## src/rtl/core/bkh_pkg.sv

```systemverilog
// Shared types and constants of the bounded k-best max-heap unit.
package bkh_pkg;

  localparam int CAP_W   = 6;
  localparam int COUNT_W = 6;
  localparam int VAL_W   = 32;

  localparam logic [VAL_W-1:0] ALL_ONES = '1;

  typedef enum logic [1:0] {
    OP_INSERT = 2'd0,
    OP_CLEAR  = 2'd1,
    OP_READ   = 2'd2
  } op_t;

  typedef struct packed {
    logic [VAL_W-1:0] index;
    logic [VAL_W-1:0] distance;
  } entry_t;

  typedef struct packed {
    logic [COUNT_W-1:0] count;
    logic [VAL_W-1:0]   worst;
    logic               entry_valid;
    entry_t             entry;
    logic               last;
  } out_beat_t;

  typedef struct packed {
    logic rd_en;
    logic wr_en;
  } mem_ctl_t;

endpackage

```

## src/rtl/core/bounded_k_best_max_heap_unit.sv

```systemverilog
// Top level of the bounded k-best max-heap unit: capacity register and stream ports.
//
//   channel  direction  carries
//   s_axis   in         tuser: operation; tdata: candidate index, distance
//   m_axis   out        tdata: count, worst, entry index, distance; tuser: valid
//   cfg      in         heap capacity, written when cfg_we is high
//
// An append walks up one heap level per parent read, compare and write back; a
// root replacement walks down one level per step, both children read at once.
// An insert puts its result on m_axis when its walk ends, and the next beat is
// taken once the unit is back in idle. Clear goes straight to its result;
// read-out sends one beat per kept entry, the last one marked with last.
// Reset empties the heap and sets the capacity to one; memory is not cleared.
// A new beat is taken while the previous result still waits on m_axis.
module bounded_k_best_max_heap_unit import bkh_pkg::*; #(
  parameter int MAX_K = 32
) (
  input  logic                 clk,
  input  logic                 rst,
  input  logic                 s_axis_tvalid,
  output logic                 s_axis_tready,
  input  logic [63:0]          s_axis_tdata,  // candidate_index, candidate_distance
  input  logic [1:0]           s_axis_tuser,  // operation
  output logic                 m_axis_tvalid,
  input  logic                 m_axis_tready,
  output logic [103:0]         m_axis_tdata,  // entry_count, worst_distance,
                                              // entry_index, entry_distance, zero pad
  output logic                 m_axis_tuser,  // entry_valid
  output logic                 m_axis_tlast,  // last
  input  logic                 cfg_we,
  input  logic [CAP_W-1:0]     cfg_wdata
);

  localparam int AW = (MAX_K > 1) ? $clog2(MAX_K) : 1;
  localparam int CW = $clog2(MAX_K + 1);

  logic [CAP_W-1:0] capacity;
  entry_t           in_entry;
  mem_ctl_t         mem_ctl;
  logic [AW-1:0]    rd_addr_a, rd_addr_b, wr_addr;
  entry_t           wr_data, rd_data_a, rd_data_b;
  out_beat_t        out_beat;

  always_ff @(posedge clk) begin
    if (rst) begin
      capacity <= CAP_W'(1);
    end else if (cfg_we) begin
      capacity <= cfg_wdata;
    end
  end

  assign in_entry.index    = s_axis_tdata[31:0];
  assign in_entry.distance = s_axis_tdata[63:32];

  bkh_store #(
    .DEPTH (MAX_K),
    .AW    (AW)
  ) u_store (
    .clk       (clk),
    .ctl       (mem_ctl),
    .rd_addr_a (rd_addr_a),
    .rd_addr_b (rd_addr_b),
    .wr_addr   (wr_addr),
    .wr_data   (wr_data),
    .rd_data_a (rd_data_a),
    .rd_data_b (rd_data_b)
  );

  bkh_ctrl #(
    .MAX_K (MAX_K),
    .AW    (AW),
    .CW    (CW)
  ) u_ctrl (
    .clk       (clk),
    .rst       (rst),
    .capacity  (capacity),
    .in_valid  (s_axis_tvalid),
    .in_ready  (s_axis_tready),
    .in_op     (op_t'(s_axis_tuser)),
    .in_entry  (in_entry),
    .mem_ctl   (mem_ctl),
    .rd_addr_a (rd_addr_a),
    .rd_addr_b (rd_addr_b),
    .wr_addr   (wr_addr),
    .wr_data   (wr_data),
    .rd_data_a (rd_data_a),
    .rd_data_b (rd_data_b),
    .out_valid (m_axis_tvalid),
    .out_ready (m_axis_tready),
    .out_beat  (out_beat)
  );

  assign m_axis_tdata = {2'b00, out_beat.entry.distance, out_beat.entry.index,
                         out_beat.worst, out_beat.count};
  assign m_axis_tuser = out_beat.entry_valid;
  assign m_axis_tlast = out_beat.last;

endmodule

```

## src/rtl/core/bkh_store.sv

```systemverilog
// Heap storage: one write port and two registered read ports.
module bkh_store import bkh_pkg::*; #(
  parameter int DEPTH = 32,
  parameter int AW    = 5
) (
  input  logic          clk,
  input  mem_ctl_t      ctl,
  input  logic [AW-1:0] rd_addr_a,
  input  logic [AW-1:0] rd_addr_b,
  input  logic [AW-1:0] wr_addr,
  input  entry_t        wr_data,
  output entry_t        rd_data_a,
  output entry_t        rd_data_b
);

  entry_t mem [DEPTH];

  always_ff @(posedge clk) begin
    if (ctl.wr_en) begin
      mem[wr_addr] <= wr_data;
    end
    if (ctl.rd_en) begin
      rd_data_a <= mem[rd_addr_a];
      rd_data_b <= mem[rd_addr_b];
    end
  end

endmodule

```

## src/rtl/core/bkh_ctrl.sv

```systemverilog
// Heap sequencer: sift up, sift down, read-out and the result register.
module bkh_ctrl import bkh_pkg::*; #(
  parameter int MAX_K = 32,
  parameter int AW    = 5,
  parameter int CW    = 6
) (
  input  logic             clk,
  input  logic             rst,
  input  logic [CAP_W-1:0] capacity,
  input  logic             in_valid,
  output logic             in_ready,
  input  op_t              in_op,
  input  entry_t           in_entry,
  output mem_ctl_t         mem_ctl,
  output logic [AW-1:0]    rd_addr_a,
  output logic [AW-1:0]    rd_addr_b,
  output logic [AW-1:0]    wr_addr,
  output entry_t           wr_data,
  input  entry_t           rd_data_a,
  input  entry_t           rd_data_b,
  output logic             out_valid,
  input  logic             out_ready,
  output out_beat_t        out_beat
);

  localparam int LW = AW + 2;

  typedef enum logic [7:0] {
    S_IDLE   = 8'b0000_0001,
    S_UP_RD  = 8'b0000_0010,
    S_UP_CMP = 8'b0000_0100,
    S_DN_RD  = 8'b0000_1000,
    S_DN_CMP = 8'b0001_0000,
    S_RO_RD  = 8'b0010_0000,
    S_RO_OUT = 8'b0100_0000,
    S_RESP   = 8'b1000_0000
  } state_t;

  state_t            state, state_next;
  logic [AW-1:0]     pos, pos_next;
  logic [AW-1:0]     ro_idx, ro_idx_next;
  logic [CW-1:0]     held, held_next;
  entry_t            item, item_next;
  logic [VAL_W-1:0]  root_dist;
  logic              out_valid_next;
  out_beat_t         out_beat_next;

  logic [CW-1:0]     k_eff;
  logic              can_append;
  logic              slot_free;
  logic [VAL_W-1:0]  worst;
  logic [AW-1:0]     parent;
  logic [LW-1:0]     left, right;
  logic              left_ok, right_ok;
  logic              ro_last;
  logic              take_left, take_right;

  // Capacity zero counts as one, anything above MAX_K saturates.
  always_comb begin
    if ({2'b00, capacity} > 8'(MAX_K)) begin
      k_eff = CW'(MAX_K);
    end else if (capacity == '0) begin
      k_eff = CW'(1);
    end else begin
      k_eff = CW'(capacity);
    end
  end

  assign can_append = (held < k_eff) && (held < CW'(MAX_K));
  assign worst      = (held < k_eff) ? ALL_ONES : root_dist;
  assign slot_free  = !out_valid || out_ready;
  assign parent     = (pos - AW'(1)) >> 1;
  assign left       = {1'b0, pos, 1'b1};
  assign right      = LW'({1'b0, pos, 1'b0}) + LW'(2);
  assign left_ok    = left < LW'(held);
  assign right_ok   = right < LW'(held);
  assign ro_last    = (LW'(ro_idx) + LW'(1)) == LW'(held);

  // The larger child wins; a child only moves up when strictly larger.
  assign take_left  = rd_data_a.distance > item.distance;
  assign take_right = right_ok &&
                      (rd_data_b.distance >
                       (take_left ? rd_data_a.distance : item.distance));

  always_comb begin
    state_next     = state;
    pos_next       = pos;
    ro_idx_next    = ro_idx;
    held_next      = held;
    item_next      = item;
    out_valid_next = out_valid && !out_ready;
    out_beat_next  = out_beat;
    mem_ctl        = '0;
    rd_addr_a      = '0;
    rd_addr_b      = '0;
    wr_addr        = pos;
    wr_data        = item;
    in_ready       = (state == S_IDLE);

    unique case (state)
      S_IDLE: begin
        if (in_valid) begin
          item_next = in_entry;
          case (in_op)
            OP_INSERT: begin
              if (can_append) begin
                pos_next   = AW'(held);
                held_next  = held + CW'(1);
                state_next = S_UP_RD;
              end else if (held != '0 && in_entry.distance < root_dist) begin
                pos_next   = '0;
                state_next = S_DN_RD;
              end else begin
                state_next = S_RESP;
              end
            end
            OP_CLEAR: begin
              held_next  = '0;
              state_next = S_RESP;
            end
            OP_READ: begin
              ro_idx_next = '0;
              state_next  = (held == '0) ? S_RESP : S_RO_RD;
            end
            default: state_next = S_RESP;
          endcase
        end
      end
      S_UP_RD: begin
        if (pos == '0) begin
          mem_ctl.wr_en = 1'b1;
          state_next    = S_RESP;
        end else begin
          mem_ctl.rd_en = 1'b1;
          rd_addr_a     = parent;
          state_next    = S_UP_CMP;
        end
      end
      S_UP_CMP: begin
        mem_ctl.wr_en = 1'b1;
        if (item.distance > rd_data_a.distance) begin
          wr_data    = rd_data_a;
          pos_next   = parent;
          state_next = S_UP_RD;
        end else begin
          state_next = S_RESP;
        end
      end
      S_DN_RD: begin
        if (!left_ok) begin
          mem_ctl.wr_en = 1'b1;
          state_next    = S_RESP;
        end else begin
          mem_ctl.rd_en = 1'b1;
          rd_addr_a     = left[AW-1:0];
          rd_addr_b     = right_ok ? right[AW-1:0] : left[AW-1:0];
          state_next    = S_DN_CMP;
        end
      end
      S_DN_CMP: begin
        mem_ctl.wr_en = 1'b1;
        if (take_right) begin
          wr_data    = rd_data_b;
          pos_next   = right[AW-1:0];
          state_next = S_DN_RD;
        end else if (take_left) begin
          wr_data    = rd_data_a;
          pos_next   = left[AW-1:0];
          state_next = S_DN_RD;
        end else begin
          state_next = S_RESP;
        end
      end
      S_RO_RD: begin
        mem_ctl.rd_en = 1'b1;
        rd_addr_a     = ro_idx;
        state_next    = S_RO_OUT;
      end
      S_RO_OUT: begin
        if (slot_free) begin
          out_valid_next            = 1'b1;
          out_beat_next.count       = COUNT_W'(held);
          out_beat_next.worst       = worst;
          out_beat_next.entry_valid = 1'b1;
          out_beat_next.entry       = rd_data_a;
          out_beat_next.last        = ro_last;
          if (ro_last) begin
            state_next = S_IDLE;
          end else begin
            ro_idx_next = ro_idx + AW'(1);
            state_next  = S_RO_RD;
          end
        end
      end
      S_RESP: begin
        if (slot_free) begin
          out_valid_next            = 1'b1;
          out_beat_next.count       = COUNT_W'(held);
          out_beat_next.worst       = worst;
          out_beat_next.entry_valid = 1'b0;
          out_beat_next.entry       = '0;
          out_beat_next.last        = 1'b1;
          state_next                = S_IDLE;
        end
      end
      default: state_next = S_IDLE;
    endcase
  end

  always_ff @(posedge clk) begin
    if (rst) begin
      state     <= S_IDLE;
      held      <= '0;
      out_valid <= 1'b0;
    end else begin
      state     <= state_next;
      held      <= held_next;
      out_valid <= out_valid_next;
    end
    pos      <= pos_next;
    ro_idx   <= ro_idx_next;
    item     <= item_next;
    out_beat <= out_beat_next;
    // Shadow of the root distance, kept in step with every write to slot zero.
    if (mem_ctl.wr_en && wr_addr == '0) begin
      root_dist <= wr_data.distance;
    end
  end

endmodule
```

## config.mk

```make
export PLATFORM = sky130hd
export DESIGN_NAME = bounded_k_best_max_heap_unit
export DESIGN_NICKNAME = d
export VERILOG_FILES = /design/src/rtl/core/bkh_pkg.sv /design/src/rtl/core/bounded_k_best_max_heap_unit.sv /design/src/rtl/core/bkh_store.sv /design/src/rtl/core/bkh_ctrl.sv
export SDC_FILE = /design/constraint.sdc
export NUM_CORES = 2
export LEC_CHECK = 0
export BUFFER_PORTS_ARGS = -buffer_cell sky130_fd_sc_hd__clkbuf_2
export CORE_ASPECT_RATIO = 1.75
export CORE_MARGIN = 10
export CORE_UTILIZATION = 35
export DETAILED_ROUTE_END_ITERATION = 16
export PLACE_DENSITY = 0.59
export RECOVER_POWER = 25
export SLEW_MARGIN = 30
export SYNTH_ARGS = -nofsm -noshare
export SYNTH_HDL_FRONTEND = slang
export SYNTH_HIERARCHICAL = 1
export SYNTH_SLANG_ARGS = --single-unit
```

## constraint.sdc

```tcl
create_clock -name clk -period 20 [get_ports clk]
set_input_delay 1 -clock clk [delete_from_list [all_inputs] [get_ports clk]]
set_output_delay 1 -clock clk [all_outputs]
set_load 0.005 [all_outputs]
```

==> impl_metrics.csv <==
group,metric,value,unit
sta,max_freq,102,MHz
placement,place_ws,11.85,ns
logic_synthesis,yosysSeqAreaShare,0.650,
power,finalPower,10.2,mW
critical_path,worst-r2r-cell-count,8,
sta,setup_ws,10.23,ns
sta,finClkSkew,0.0541,ns
floorplanning,row_count,273,
sta,rsz0062_at_grt,"no",
grt,grt_overflow_total,0,
critical_path,reg2reg_from,"u_ctrl/state[1]",
critical_path,critPathKind,"reg2reg",
logic_synthesis,yosysTopAreaCellShare,0.646,
cells_and_area,fill_cells,28300,
critical_path,crit_end,"u_store/mem[17][1]",
route,initialDrtViolationCount,8019,
logic_synthesis,post_synth_num_cell_types,82,
placement,hpwl,206000,um
clock_tree,clockBufferDepth,4,
critical_path,crit_arrival,9.97,ns
route,routed_via_density,6.18,
clock_tree,holdBufCountCts,0,
job,maxCapViolations,37,
route,routedWlPerCell,37.2,um
floorplanning,design.portCount,185,
clock_tree,ctsResizeCount,0,
floorplanning,initial_utilization,0.351,
hold_path,hp-class,"in2reg",
critical_path,r2r-end,"u_store/mem[17][1]",
sta,drv_slew,1407,
cells_and_area,num-nets-final,5929,
logic_synthesis,yosysWarnings,6,
critical_path,cp-start-kind,"register",
sta,final.min_clock_period,9.77,ns
cells_and_area,area_growth,11.4,%
cells_and_area,drive_gt1_frac,0.289,
logic_synthesis,synth_ff_type,"edfxtp_1",
clock_tree,postCtsSetupRepairBufs,0,
route,vias,62100,
grt,grt.total_usage,0.214,
logic_synthesis,syn_area_per_cell,20.0,um^2
clock_tree,cts_tree,"built",
power,vdd_drop_max,0.0683,mV
outcome,status,"finished with violations",
clock_tree,cts_buffers,219,
logic_synthesis,netlist_instances,5556,
grt,use_met1,0.269,
clock_tree,cts_sinks,2407,
sta,setup_viol,0,
grt,grt_use_met2,0.359,
logic_synthesis,synthesis.area,111000,um^2
critical_path,critPathRequiredTime,20.21,ns
logic_synthesis,synthArstFlopShare,0,
logic_synthesis,synth-edff-count,2386,
grt,grt_pass1_vias,64500,
route,drc_errors,0,
power,p_leak,37.0,nW
route,drtPass1Iterations,8,
sta,slew-limit-headroom,-5.02,
grt,grt_pass1_wl,517000,um
floorplanning,fp.coreArea,316000,um^2
power,p_per_area,82.6,nW/um^2
grt,grt_busiest_layer,"met2",
floorplanning,dieWidth,446,um
critical_path,endpoint_kind,"register",
grt,met3_usage,0.0313,
logic_synthesis,synth_top_area_cell,"edfxtp_1",
clock_tree,clk_latency,0.92,ns
outcome,violations,"max-capacitance violations, max-slew violations",
sta,worst_slew_pin_slew,9.04,ns
clock_tree,cts_root_buffer,"clkbuf_16",
logic_synthesis,synth.area.top_cells,"edfxtp_1 (65%), mux4_2 (21%), mux2i_1 (3.3%)",
critical_path,critical_path.max_fanout,64,
logic_synthesis,ys_ff_latch,2407,
sta,hold_viol,0,
placement,io_buffers,182,
route,postRouteAntennaNets,0,
sta,period_share,0.488,
critical_path,startpoint,"u_ctrl/state[1]",
placement,routabilityCongestion,0.836,
grt,grt_max_degree,131,
route,wirelength,373000,um
floorplanning,die-area,341000,um^2
placement,place_area,117000,um^2
clock_tree,clk_pin_slew_worst_paths,0.07,ns
sta,tns,0,ns
clock_tree,h-tree-depth,4,
critical_path,rrSetupSlack,10.23,ns
floorplanning,fp.dieH,765,um
grt,antenna_found_initial,28,
cells_and_area,design_area,124000,um^2
## registers in the layout (all words and copies together) (netlist names), 8 cells and up
signal	count
u_ctrl/out_beat	104
u_ctrl/state	8
u_ctrl/root_dist	32
u_store/mem	2048
u_store/rd_data_b	64
u_ctrl/item	64
u_store/rd_data_a	64
## final cells by class
class,instances,area [um^2],share of cell area
Inverter,81,313,0.00253
Antenna cell,11,27.5,0.000223
Tap cell,4125,5160,0.0418
Timing Repair Buffer,346,2030,0.0164
Sequential cell,2407,72100,0.583
Clock buffer,256,5640,0.0456
Clock inverter,139,1540,0.0124
Multi-Input combinational cell,2681,36800,0.298
## cell families after synthesis
family	after synthesis	synth area share
buffers and inverters	469	0.0215
AND/OR/NAND/NOR	520	0.0243
XOR/XNOR	21	0.00166
other	1	0.0000338
flip-flops	2407	0.650
AO/OA/AOI/OAI	557	0.0388
adder cells (fa/ha/maj)	116	0.0131
multiplexers	1465	0.251
## where the power goes
group	internal [mW]	leakage (nW)	switching (mW)
Sequential	5.59	21.6	0.0169
Combinational	0.0563	11.9	0.180
Clock	2.41	3.46	1.95
## critical path, cell delays in order (launching register included)
cell and delay (ns):
dfxtp_1 0.36, or4_1 0.61, nor3_2 0.19, nand3b_2 0.29, and2_1 0.28, nand2_1 0.14
nand3b_1 0.56, nor2_4 0.23, clkbuf_1 6.16
## cell usage after synthesis (27+ instances only)
| cell | count |
|---|---|
| or2_2 | 35 |
| a22o_1 | 77 |
| mux4_2 | 1045 |
| nand2_1 | 129 |
| buf_1 | 46 |
| buf_2 | 142 |
| o21a_1 | 30 |
| nor2b_1 | 28 |
| edfxtp_1 | 2386 |
| o22ai_1 | 36 |
| mux2_2 | 52 |
| ha_1 | 116 |
| a221oi_1 | 93 |
| mux2i_1 | 368 |
| a21o_1 | 59 |
| o21ai_0 | 27 |
| clkbuf_1 | 105 |
| nor2_1 | 131 |
| inv_1 | 80 |
| a21oi_1 | 82 |
| a32o_1 | 36 |
| and2_1 | 95 |
| buf_4 | 70 |
## cell usage in the layout (no fill, tap or decap), types with 13 or more instances in the layout
cell	n
edfxtp_1	2386
mux4_2	1045
mux2i_1	368
clkbuf_1	230
clkbuf_16	220
nand2_1	129
ha_1	116
nor2_1	106
buf_4	104
a221oi_1	93
a21oi_1	82
inv_1	79
a22o_1	76
and2_0	66
mux2_2	52
a21o_1	43
clkinv_1	38
o22ai_1	36
a32o_1	36
clkinv_2	34
or2_2	34
bufinv_16	30
o21a_1	30
o21ai_0	28
clkbuf_2	27
nor2_4	27
and2_1	26
a22oi_1	24
dfxtp_1	21
nor2b_1	21
a221o_2	20
clkinvlp_4	19
a21o_2	16
nand4_1	15
xnor2_1	14
a211oi_1	14
nor4_1	13
buf_12	13
## stage by stage
step / utilization / hold WS [ns] / cells
after floorplan: - / 0.435 / 5557
after global placement: 0.370 / 0.525 / 9626
after detailed placement: 0.371 / 0.522 / 9638
after CTS: 0.394 / 0.221 / 10000
after global routing: 0.391 / 0.277 / 10000
final: 0.392 / 0.286 / 10000
## worst min path at each step
stage	start	to	slack [ns]	depth (start not counted)
after global placement	capacity[5]	capacity[5]	0.52	2
final	s_axis_tdata[24]	u_ctrl/item[56]	0.29	1
after global routing	s_axis_tdata[26]	u_ctrl/item[58]	0.28	1
after detailed placement	capacity[5]	capacity[5]	0.52	2
after floorplan	u_ctrl/held[3]	u_ctrl/out_beat[101]	0.43	0
after CTS	s_axis_tdata[24]	u_ctrl/item[56]	0.22	1
## routing by layer
metal,part of all wire,vias to the layer above
met3,0.081,865
met4,0.060,12
met5,0.00021,-
met1,0.37,33600
met2,0.49,3438
li1,-,24200
Power figures use the tool's default switching activity.
